### src/rtl/core/fksc_pkg.sv
`timescale 1ns / 1ps
`default_nettype none
// ----------------------------------------------------------------------------
// fksc_pkg: shared types and constants of the keyed slot cache
// Word layouts of the stream channels, request codes, sequencer states and
// the status word of the tag scan unit.
// ----------------------------------------------------------------------------
package fksc_pkg;

	// request kinds (s_tuser)
	localparam int REQ_W = 2;
	typedef enum logic [REQ_W-1:0] {
		REQ_LOOKUP = 2'd0,
		REQ_INSERT = 2'd1,
		REQ_UPDATE = 2'd2
	} req_t;

	// input word layout (s_tdata)
	localparam int KEY_W      = 64;
	localparam int KEY_LSB    = 0;
	localparam int VKEY_LSB   = 64;
	localparam int VOK_BIT    = 128;
	localparam int HASV_BIT   = 129;
	localparam int HANDLE_W   = 32;
	localparam int HANDLE_LSB = 130;
	localparam int META_W     = 32;
	localparam int META_LSB   = 162;
	localparam int S_TDATA_W  = 200;

	// result word layout (m_tdata)
	localparam int FHANDLE_LSB = 0;
	localparam int FMETA_LSB   = 32;
	localparam int SIDX_W      = 4;
	localparam int SIDX_LSB    = 64;
	localparam int M_TDATA_W   = 72;
	localparam int M_PAD_W     = M_TDATA_W - SIDX_LSB - SIDX_W;

	// ring size register
	localparam int               RING_W     = 5;
	localparam logic [RING_W-1:0] RING_RESET = 5'd16;

	typedef enum logic [2:0] {
		ST_IDLE,
		ST_SRCH_K,
		ST_SRCH_V,
		ST_WR,
		ST_RESP
	} state_t;

	typedef struct packed {
		logic done;
		logic hit;
	} scan_stat_t;

endpackage
`default_nettype wire

### src/rtl/core/fifo_keyed_slot_cache.sv
`timescale 1ns / 1ps
`default_nettype none
// ----------------------------------------------------------------------------
// fifo_keyed_slot_cache: fully associative keyed slot cache, FIFO replacement
// Lookup, insert and metadata update on RING_DEPTH slots, with a second
// search under the varied key for vary-marked entries.
//
//  channel  | signals                              | direction
//  ---------+--------------------------------------+----------
//  request  | s_tvalid s_tready s_tdata s_tuser    | in
//  result   | m_tvalid m_tready m_tdata m_tuser    | out
//  config   | cfg_valid cfg_ready cfg_data         | in
//
// One request word at a time. Each search sweeps the slot memory through one
// shared tag comparator, one slot per cycle. A word goes through 0, 1 or 2
// searches and 0, 1 or 2 slot writes before its response. After reset all
// slots are invalid and the ring size is 16; no clearing pass. The result
// sits in an output register and a stalled result holds the sequencer in its
// response state.
// ----------------------------------------------------------------------------
module fifo_keyed_slot_cache #(
	parameter int RING_DEPTH  = 16,
	parameter int KEY_BITS    = 64,
	parameter int HANDLE_BITS = 32
) (
	input  wire                             clk,
	input  wire                             arst_n,
	input  wire                             s_tvalid,
	output logic                            s_tready,
	// key[63:0], var_key[127:64], var_key_ok[128], response_has_vary[129],
	// entry_handle[161:130], entry_meta[193:162], zero pad
	input  wire  [fksc_pkg::S_TDATA_W-1:0] s_tdata,
	// req_type[1:0]
	input  wire  [fksc_pkg::REQ_W-1:0]     s_tuser,
	output logic                            m_tvalid,
	input  wire                             m_tready,
	// found_handle[31:0], found_meta[63:32], slot_index[67:64], zero pad
	output logic [fksc_pkg::M_TDATA_W-1:0] m_tdata,
	// success[0]
	output logic [0:0]                      m_tuser,
	input  wire                             cfg_valid,
	output logic                            cfg_ready,
	input  wire  [fksc_pkg::RING_W-1:0]    cfg_data
);

	import fksc_pkg::*;

	localparam int PW       = (RING_DEPTH > 1) ? $clog2(RING_DEPTH) : 1;
	localparam int EWD      = (PW + 1 > RING_W) ? PW + 1 : RING_W;
	localparam int ENT_W    = KEY_BITS + HANDLE_BITS + META_W + 1;
	localparam int TAG_LSB  = 0;
	localparam int PAY_LSB  = KEY_BITS;
	localparam int MET_LSB  = KEY_BITS + HANDLE_BITS;
	localparam int MARK_BIT = ENT_W - 1;

	state_t state_q, state_d;

	logic [REQ_W-1:0]       req_q;
	logic [KEY_BITS-1:0]    key_q;
	logic [KEY_BITS-1:0]    vkey_q;
	logic                   vok_q;
	logic                   hasv_q;
	logic [HANDLE_BITS-1:0] handle_q;
	logic [META_W-1:0]      meta_q;

	logic [PW-1:0]          wr_addr_q;
	logic [ENT_W-1:0]       wr_data_q;
	logic                   wr_mark_q;

	logic                   res_ok_q;
	logic [HANDLE_W-1:0]    res_handle_q;
	logic [META_W-1:0]      res_meta_q;
	logic [PW-1:0]          res_idx_q;

	logic                   out_ok_q;
	logic [HANDLE_W-1:0]    out_handle_q;
	logic [META_W-1:0]      out_meta_q;
	logic [PW-1:0]          out_idx_q;

	logic [RING_DEPTH-1:0]  valid_q;
	logic [PW-1:0]          ptr_q;
	logic [RING_W-1:0]      ring_q;

	logic                   accept;
	logic                   out_free;
	logic                   scan_start;
	logic                   ram_we;
	logic                   scan_rd_en;
	logic [PW-1:0]          scan_rd_addr;
	scan_stat_t             scan_stat;
	logic [PW-1:0]          hit_idx;
	logic [KEY_BITS-1:0]    scan_target;
	logic [ENT_W-1:0]       rd_ent;
	logic                   rd_mark;
	logic                   srch_done;

	logic [EWD-1:0]         ring_x;
	logic [EWD-1:0]         eff_x;
	logic [EWD-1:0]         ptr_x;
	logic [EWD-1:0]         repl_x;
	logic [EWD-1:0]         nxt_x;
	logic [PW-1:0]          repl_c;
	logic [PW-1:0]          ptr_nxt_c;

	logic                   ld_wr;
	logic                   ld_res;
	logic                   adv_ptr;
	logic                   set_mark;
	logic [PW-1:0]          wr_slot_c;
	logic [ENT_W-1:0]       wr_ent_c;
	logic [HANDLE_W-1:0]    res_handle_c;
	logic [META_W-1:0]      res_meta_c;

	assign accept    = s_tvalid && s_tready;
	assign out_free  = !m_tvalid || m_tready;
	assign cfg_ready = 1'b1;
	assign rd_mark   = rd_ent[MARK_BIT];
	assign srch_done = scan_stat.done && (state_q == ST_SRCH_K || state_q == ST_SRCH_V);

	// replacement slot
	always_comb begin
		ring_x = EWD'(ring_q);
		if (ring_x == '0) begin
			eff_x = EWD'(1);
		end else if (ring_x > EWD'(RING_DEPTH)) begin
			eff_x = EWD'(RING_DEPTH);
		end else begin
			eff_x = ring_x;
		end
		ptr_x  = EWD'(ptr_q);
		repl_x = (ptr_x >= eff_x) ? '0 : ptr_x;
		nxt_x  = repl_x + EWD'(1);
		if (nxt_x >= eff_x) begin
			nxt_x = '0;
		end
		repl_c    = PW'(repl_x);
		ptr_nxt_c = PW'(nxt_x);
	end

	assign scan_target = (state_q == ST_SRCH_V) ? vkey_q : key_q;

	fksc_scan #(
		.RING_DEPTH (RING_DEPTH),
		.KEY_BITS   (KEY_BITS)
	) u_scan (
		.clk        (clk),
		.arst_n     (arst_n),
		.start      (scan_start),
		.target     (scan_target),
		.slot_valid (valid_q),
		.rd_tag     (rd_ent[TAG_LSB +: KEY_BITS]),
		.rd_en      (scan_rd_en),
		.rd_addr    (scan_rd_addr),
		.stat       (scan_stat),
		.hit_idx    (hit_idx)
	);

	fksc_ram #(
		.WIDTH (ENT_W),
		.DEPTH (RING_DEPTH)
	) u_slots (
		.clk   (clk),
		.we    (ram_we),
		.waddr (wr_addr_q),
		.wdata (wr_data_q),
		.re    (scan_rd_en),
		.raddr (scan_rd_addr),
		.rdata (rd_ent)
	);

	// next state
	always_comb begin
		state_d = state_q;
		unique case (state_q)
			ST_IDLE: begin
				if (accept) begin
					if (s_tuser == REQ_LOOKUP || s_tuser == REQ_UPDATE) begin
						state_d = ST_SRCH_K;
					end else if (s_tuser == REQ_INSERT) begin
						if (!s_tdata[HASV_BIT]) begin
							state_d = ST_SRCH_K;
						end else if (s_tdata[VOK_BIT]) begin
							state_d = ST_SRCH_V;
						end else begin
							state_d = ST_RESP;
						end
					end else begin
						state_d = ST_RESP;
					end
				end
			end
			ST_SRCH_K: begin
				if (scan_stat.done) begin
					if (req_q == REQ_LOOKUP || req_q == REQ_UPDATE) begin
						if (!scan_stat.hit) begin
							state_d = ST_RESP;
						end else if (rd_mark) begin
							state_d = vok_q ? ST_SRCH_V : ST_RESP;
						end else begin
							state_d = (req_q == REQ_UPDATE) ? ST_WR : ST_RESP;
						end
					end else if (hasv_q && scan_stat.hit) begin
						state_d = ST_RESP;
					end else begin
						state_d = ST_WR;
					end
				end
			end
			ST_SRCH_V: begin
				if (scan_stat.done) begin
					if (req_q == REQ_INSERT) begin
						state_d = ST_WR;
					end else if (scan_stat.hit && req_q == REQ_UPDATE) begin
						state_d = ST_WR;
					end else begin
						state_d = ST_RESP;
					end
				end
			end
			ST_WR: begin
				if (req_q == REQ_INSERT && hasv_q && !wr_mark_q) begin
					state_d = ST_SRCH_K;
				end else begin
					state_d = ST_RESP;
				end
			end
			ST_RESP: begin
				if (out_free) begin
					state_d = ST_IDLE;
				end
			end
			default: state_d = ST_IDLE;
		endcase
	end

	// sequencer outputs
	always_comb begin
		s_tready   = 1'b0;
		ram_we     = 1'b0;
		scan_start = (state_d == ST_SRCH_K || state_d == ST_SRCH_V) && (state_d != state_q);
		unique case (state_q)
			ST_IDLE:   s_tready = 1'b1;
			ST_WR:     ram_we   = 1'b1;
			default: begin
				s_tready = 1'b0;
				ram_we   = 1'b0;
			end
		endcase
	end

	// slot write and result decisions at the end of a search
	always_comb begin
		ld_wr        = 1'b0;
		ld_res       = 1'b0;
		adv_ptr      = 1'b0;
		set_mark     = 1'b0;
		wr_slot_c    = scan_stat.hit ? hit_idx : repl_c;
		wr_ent_c     = {1'b0, meta_q, handle_q, key_q};
		res_handle_c = HANDLE_W'(handle_q);
		res_meta_c   = meta_q;
		if (srch_done) begin
			if (req_q == REQ_LOOKUP || req_q == REQ_UPDATE) begin
				if (scan_stat.hit && (state_q == ST_SRCH_V || !rd_mark)) begin
					ld_res       = 1'b1;
					ld_wr        = 1'b1;
					wr_slot_c    = hit_idx;
					wr_ent_c     = rd_ent;
					wr_ent_c[MET_LSB +: META_W] = meta_q;
					res_handle_c = HANDLE_W'(rd_ent[PAY_LSB +: HANDLE_BITS]);
					res_meta_c   = (req_q == REQ_UPDATE) ? meta_q : rd_ent[MET_LSB +: META_W];
				end
			end else if (req_q == REQ_INSERT) begin
				if (state_q == ST_SRCH_V || !hasv_q) begin
					ld_res  = 1'b1;
					ld_wr   = 1'b1;
					adv_ptr = !scan_stat.hit;
					wr_ent_c = {1'b0, meta_q, handle_q,
						(state_q == ST_SRCH_V) ? vkey_q : key_q};
				end else if (!scan_stat.hit) begin
					ld_res       = 1'b1;
					ld_wr        = 1'b1;
					adv_ptr      = 1'b1;
					set_mark     = 1'b1;
					wr_slot_c    = repl_c;
					wr_ent_c     = {1'b1, {META_W{1'b0}}, {HANDLE_BITS{1'b0}}, key_q};
					res_handle_c = '0;
					res_meta_c   = '0;
				end
			end
		end
	end

	always_ff @(posedge clk or negedge arst_n) begin
		if (!arst_n) begin
			state_q   <= ST_IDLE;
			valid_q   <= '0;
			ptr_q     <= '0;
			ring_q    <= RING_RESET;
			wr_mark_q <= 1'b0;
			m_tvalid  <= 1'b0;
		end else begin
			state_q <= state_d;
			if (ram_we) begin
				valid_q[wr_addr_q] <= 1'b1;
			end
			if (adv_ptr) begin
				ptr_q <= ptr_nxt_c;
			end
			if (cfg_valid && cfg_ready) begin
				ring_q <= cfg_data;
			end
			if (accept) begin
				wr_mark_q <= 1'b0;
			end else if (set_mark) begin
				wr_mark_q <= 1'b1;
			end
			if (state_q == ST_RESP && out_free) begin
				m_tvalid <= 1'b1;
			end else if (m_tready) begin
				m_tvalid <= 1'b0;
			end
		end
	end

	always_ff @(posedge clk) begin
		if (accept) begin
			req_q        <= s_tuser;
			key_q        <= KEY_BITS'(s_tdata[KEY_LSB +: KEY_W]);
			vkey_q       <= KEY_BITS'(s_tdata[VKEY_LSB +: KEY_W]);
			vok_q        <= s_tdata[VOK_BIT];
			hasv_q       <= s_tdata[HASV_BIT];
			handle_q     <= HANDLE_BITS'(s_tdata[HANDLE_LSB +: HANDLE_W]);
			meta_q       <= s_tdata[META_LSB +: META_W];
			res_ok_q     <= 1'b0;
			res_handle_q <= '0;
			res_meta_q   <= '0;
			res_idx_q    <= '0;
		end else if (ld_res) begin
			res_ok_q     <= 1'b1;
			res_handle_q <= res_handle_c;
			res_meta_q   <= res_meta_c;
			res_idx_q    <= wr_slot_c;
		end
		if (ld_wr) begin
			wr_addr_q <= wr_slot_c;
			wr_data_q <= wr_ent_c;
		end
		if (state_q == ST_RESP && out_free) begin
			out_ok_q     <= res_ok_q;
			out_handle_q <= res_handle_q;
			out_meta_q   <= res_meta_q;
			out_idx_q    <= res_idx_q;
		end
	end

	assign m_tdata = {{M_PAD_W{1'b0}}, SIDX_W'(out_idx_q), out_meta_q, out_handle_q};
	assign m_tuser = out_ok_q;

	a_hit_slot_valid: assert property (@(posedge clk) disable iff (!arst_n)
		m_tvalid && out_ok_q |-> valid_q[out_idx_q])
		else $error("result names a slot that was never written");

	a_result_from_resp: assert property (@(posedge clk) disable iff (!arst_n)
		$rose(m_tvalid) |-> $past(state_q) == ST_RESP)
		else $error("result word raised outside the response state");

	a_accept_leaves_idle: assert property (@(posedge clk) disable iff (!arst_n)
		accept |=> state_q != ST_IDLE)
		else $error("accepted request word left the sequencer idle");

	a_no_rw_overlap: assert property (@(posedge clk) disable iff (!arst_n)
		ram_we |-> !scan_rd_en)
		else $error("slot write overlaps a scan read");

endmodule
`default_nettype wire

### src/rtl/core/fksc_ram.sv
`timescale 1ns / 1ps
`default_nettype none
// ----------------------------------------------------------------------------
// fksc_ram: generic slot memory
// One write port, one read port with registered read data.
// ----------------------------------------------------------------------------
module fksc_ram #(
	parameter int WIDTH = 8,
	parameter int DEPTH = 16,
	localparam int AW = (DEPTH > 1) ? $clog2(DEPTH) : 1
) (
	input  wire             clk,
	input  wire             we,
	input  wire  [AW-1:0]   waddr,
	input  wire  [WIDTH-1:0] wdata,
	input  wire             re,
	input  wire  [AW-1:0]   raddr,
	output logic [WIDTH-1:0] rdata
);

	logic [WIDTH-1:0] mem_q [DEPTH];

	always_ff @(posedge clk) begin
		if (we) begin
			mem_q[waddr] <= wdata;
		end
		if (re) begin
			rdata <= mem_q[raddr];
		end
	end

endmodule
`default_nettype wire

### src/rtl/core/fksc_scan.sv
`timescale 1ns / 1ps
`default_nettype none
// ----------------------------------------------------------------------------
// fksc_scan: shared tag compare unit
// Sweeps the slot memory one entry per cycle from slot 0 and stops at the
// lowest valid slot whose tag equals the target, or after the last slot.
// ----------------------------------------------------------------------------
module fksc_scan #(
	parameter int RING_DEPTH = 16,
	parameter int KEY_BITS   = 64,
	localparam int PW = (RING_DEPTH > 1) ? $clog2(RING_DEPTH) : 1
) (
	input  wire                      clk,
	input  wire                      arst_n,
	input  wire                      start,
	input  wire  [KEY_BITS-1:0]      target,
	input  wire  [RING_DEPTH-1:0]    slot_valid,
	input  wire  [KEY_BITS-1:0]      rd_tag,
	output logic                     rd_en,
	output logic [PW-1:0]            rd_addr,
	output fksc_pkg::scan_stat_t     stat,
	output logic [PW-1:0]            hit_idx
);

	import fksc_pkg::*;

	logic          busy_q;
	logic          rd_vld_s1;
	logic [PW-1:0] cnt_q;
	logic [PW-1:0] addr_s1;
	logic          match_c;
	logic          last_c;

	assign match_c = rd_vld_s1 && slot_valid[addr_s1] && (rd_tag == target);
	assign last_c  = rd_vld_s1 && (addr_s1 == PW'(RING_DEPTH - 1));

	always_comb begin
		stat.done = busy_q && (match_c || last_c);
		stat.hit  = busy_q && match_c;
	end

	assign rd_en   = busy_q && !stat.done;
	assign rd_addr = cnt_q;
	assign hit_idx = addr_s1;

	always_ff @(posedge clk or negedge arst_n) begin
		if (!arst_n) begin
			busy_q    <= 1'b0;
			rd_vld_s1 <= 1'b0;
			cnt_q     <= '0;
		end else if (start) begin
			busy_q    <= 1'b1;
			rd_vld_s1 <= 1'b0;
			cnt_q     <= '0;
		end else begin
			rd_vld_s1 <= rd_en;
			if (rd_en) begin
				cnt_q <= cnt_q + 1'b1;
			end
			if (stat.done) begin
				busy_q <= 1'b0;
			end
		end
	end

	always_ff @(posedge clk) begin
		if (rd_en) begin
			addr_s1 <= cnt_q;
		end
	end

endmodule
`default_nettype wire
### config.mk
export PLATFORM = sky130hd
export DESIGN_NAME = fifo_keyed_slot_cache
export DESIGN_NICKNAME = d
export VERILOG_FILES = /design/src/rtl/core/fksc_pkg.sv /design/src/rtl/core/fifo_keyed_slot_cache.sv /design/src/rtl/core/fksc_ram.sv /design/src/rtl/core/fksc_scan.sv
export SDC_FILE = /design/constraint.sdc
export NUM_CORES = 2
export LEC_CHECK = 0
export BUFFER_PORTS_ARGS = -buffer_cell sky130_fd_sc_hd__buf_2
export CAP_MARGIN = 20
export CORE_ASPECT_RATIO = 0.6
export CORE_UTILIZATION = 50
export DETAILED_ROUTE_END_ITERATION = 6
export PLACE_DENSITY_LB_ADDON = 0.25
export SLEW_MARGIN = 10
export SYNTH_ARGS = -nofsm -noshare
export SYNTH_HDL_FRONTEND = slang
export SYNTH_SLANG_ARGS = --single-unit
### constraint.sdc
create_clock -name clk -period 18.05 [get_ports clk]
set_input_delay 3.61 -clock clk [delete_from_list [all_inputs] [get_ports clk]]
set_output_delay 3.61 -clock clk [all_outputs]
set_load 0.03 [all_outputs]
==> run_results.csv <==
group,metric,value,unit
sta,hold_violations,0,
sta,worst_slew_pin_slew,1190,ps
sta,setup_viol,0,
placement,port_buffers,276,
global_route,grt_max_degree,166,
cells_and_area,layout_commonest_cell,"edfxtp_1",
drt,vias,55600,
pwr,p_sw,0.00472,W
cells_and_area,mostFrequentLayoutCells,"edfxtp_1 (2595), mux2i_1 (443), o21ai_0 (324)",
synthesis,synth_top_area_frac,0.754,
clocking,cts-hold-fix-buffers,0,
synthesis,synthSimpleGateAreaFrac,0.0285,
global_route,grt_antenna_before_repair,9,
placement,place_ws,10830,ps
clocking,cts.sinks,2700,
die,num_rows,128,
critical_path,setup.worst_path.start_class,"flop",
clocking,numCtsBuffers,234,
placement,place_congestion,0.883,
critical_path,crit_path_max_fanout,73,
synthesis,synth-adder-area-share,0.00133,
sta,max_freq,131,MHz
clocking,clk_latency,880,ps
die,dieArea,208000,um^2
synthesis,yosysWarnings,0,
cells_and_area,final_layout_size_suffix_gt1_frac,0.194,
critical_path,crit_required,18520,ps
global_route,grt_pass1_vias,54000,
clocking,cts_tree,"done",
critical_path,crit_top_cell,"buf_4",
synthesis,syn_area,103000,um^2
synthesis,synth_top_family_by_area,"multiplexers",
synthesis,async_flop_share,0.0133,
cells_and_area,areaGrowthSynthToFinish,11.7,%
placement,hpwl,142000,um
sta,finalWorstSetupSlack,10440,ps
drt,detailedRoute.firstIterationViolations,7635,
die,io_pins,288,
synthesis,avgSynthCellArea,18.7,um^2
critical_path,worst_ep_arrival_time,8080,ps
synthesis,synth_compound_area_frac,0.0605,
pwr,p_per_area,139,nW/um^2
sta,slew_headroom,0.204,
pwr,peakVddDrop,158,uV
drt,wire_per_inst,31.5,um
drt,first_pass_iters,7,
synthesis,synth.area.top_cells,"edfxtp_1 (75%), mux4_2 (5.8%), mux2i_1 (4.3%), o21ai_0 (1.6%), mux2_2 (1.5%)",
die,die_x,589,um
critical_path,endpoint,"wr_data_q[80]",
pwr,p_seq_frac,0.477,
critical_path,rr_startpoint,"state_q[1]",
cells_and_area,post-route-util,0.566,
drt,ant_nets,0,
sta,timing.final.crit_share,0.422,
sta,clock_skew,103,ps
critical_path,criticalPathCategory,"reg -> reg",
critical_path,r2r_slack,10440,ps
drt,wl,276000,um
clocking,clk_pin_slew,70,ps
critical_path,cp-startpoint,"state_q[1]",
clocking,htree_levels,4,
global_route,groute.usage.overall,0.260,
die,die_h,354,um
synthesis,synthXorXnorAreaFrac,0.00390,
cells_and_area,multi_input_area,21900,um^2
critical_path,path_cells,"nor3b_2, buf_4, buf_4, mux2i_1, xnor2_1, a211oi_1, nand3b_1, nor4_1, o21ai_0, a31o_4, inv_8, buf_4",
clocking,cts-resized-gates,0,
cells_and_area,nNetsFinal,6059,
worst_hold_path,hp-class,"reg -> reg",
pwr,p_leak,38.0,nW
sta,rsz0062_at_grt,"no",
cells_and_area,seqCellArea,80200,um^2
cells_and_area,final_cells,8763,
synthesis,synth_top_area_cell,"edfxtp_1",
run_status,status,"complete, no violations",
run,cap_violations,0,
critical_path,cpPeakStageDelay,890,ps
synthesis,synth-edff-count,2595,
clocking,root_buffer,"clkbuf_16",
global_route,grt_pass1_wl,390000,um
synthesis,synthFlopType,"edfxtp_1",
die,coreArea,204000,um^2
pwr,total_power,0.0161,W
global_route,grt_overflow,0,
synthesis,seq_area_frac_synth,0.777,
pwr,p_comb_frac,0.214,
sta,drv_slew,0,
synthesis,synth_seq_cells,2700,
critical_path,end_kind,"flop",
critical_path,rr_endpoint,"wr_data_q[80]",
synthesis,syn-instance-count,5522,
critical_path,r2r_cells,12,
pwr,p_int,0.0113,W
pwr,p_sw_frac,0.294,
sta,fin_setup_tns,0,ps
synthesis,synth.area.mux_share,0.116,
pwr,p_clk_frac,0.309,
clocking,post_cts_buffers,0,
die,initial_core_util,0.506,
clocking,clk_path_buf_depth,4,
synthesis,synth_cell_types,81,
drt,vias_per_cell,6.34,
placement,dp_cells,8329,
cells_and_area,fillers,15200,
critical_path,critPathSlowestCell,"buf_4",
drt,drc,0,
sta,fin_crit,7610,ps
-- registers in the layout, indices dropped and copies added (netlist names), 5 cells and up --
signal / cells
valid_q: 16
res_handle_q: 32
meta_q: 32
u_slots.rdata: 129
out_meta_q: 32
wr_data_q: 129
handle_q: 32
res_meta_q: 32
vkey_q: 64
u_slots.mem_q: 2064
key_q: 64
ring_q: 5
out_handle_q: 32
-- per-layer routing --
| layer | global-route usage | part of all wire | wire, um |
|---|---|---|---|
| met1 | 0.385 | 0.42 | 115000 |
| met5 | 0 | 0.000047 | 13 |
| met3 | 0.0578 | 0.10 | 28500 |
| met4 | 0.0687 | 0.026 | 7300 |
| met2 | 0.394 | 0.45 | 125000 |
-- power by group through the flow --
stage / clock, W / sequential [W] / combinational [W]
2_1_floorplan: 0 / 0.00756 / 0.00245
3_3_place_gp: 0 / 0.00776 / 0.00337
3_5_place_dp: 0 / 0.00777 / 0.00341
4_1_cts: 0.00502 / 0.00764 / 0.00342
5_1_grt: 0.00525 / 0.00767 / 0.00366
6_report: 0.00497 / 0.00766 / 0.00343
-- logic make-up after synthesis --
logic type | after synthesis
fa+ha+maj | 11
xor+xnor | 46
other cells | 2
simple gates | 620
mux | 845
compound gates | 955
buf+inv | 343
flops | 2700
-- per-stage QoR --
stage	hold WS (ps)	area, um^2
2_1_floorplan	403	103000
3_3_place_gp	411	108000
3_5_place_dp	409	108000
4_1_cts	424	115000
5_1_grt	431	115000
6_report	424	115000
-- layout make-up --
class                           instances  share of cell area
Inverter                               44             0.00156
Sequential cell                      2700               0.695
Multi-Input combinational cell       2482               0.190
Timing Repair Buffer                  374              0.0197
Clock buffer                          280              0.0530
Clock inverter                        147              0.0112
Antenna cell                            6            0.000130
Tap cell                             2730              0.0296
-- how the worst min path moves through the flow --
stage	from	to	slack, ps	depth (start not counted)
after global routing	res_meta_q[8]	out_meta_q[8]	430	0
after CTS	res_meta_q[12]	out_meta_q[12]	420	0
after floorplan	res_meta_q[0]	out_meta_q[0]	400	0
after detailed placement	res_meta_q[12]	out_meta_q[12]	410	0
after global placement	res_meta_q[0]	out_meta_q[0]	410	0
final	res_meta_q[12]	out_meta_q[12]	420	0
-- worst max-delay path: cells and delay by family (launching register included) --
family | cells | cell delay [ps]
compound gates | 3 | 1490
xor+xnor | 1 | 130
buf+inv | 4 | 2540
flops | 1 | 780
mux | 1 | 860
simple gates | 3 | 1200
-- cell usage after synthesis, drive strengths merged (3+ instances only) --
master and number:
nor4bb 7, nand4 14, a31oi 4, nor3b 4, a2111oi 6, xor2 30
a211o 8, mux2 137, o211ai 3, or2 19, nor4 19, and3 4
nor3 22, buf 88, dfxtp 69, o21ai 326, or4 3, or3 3
a22oi 192, nor2 123, nand2b 21, mux4 265, o31ai 34, a21oi 153
a21o 7, o21a 3, nand3 54, clkbuf 211, nor2b 55, a221oi 163
a222oi 7, and4 3, o22ai 9, o221ai 5, nand3b 3, o2bb2ai 5
nand2 256, inv 43, mux2i 443, a211oi 7, xnor2 16, dfrtp 35
ha 11, edfxtp 2595, and2 4
(Power assumes the default switching activity.)
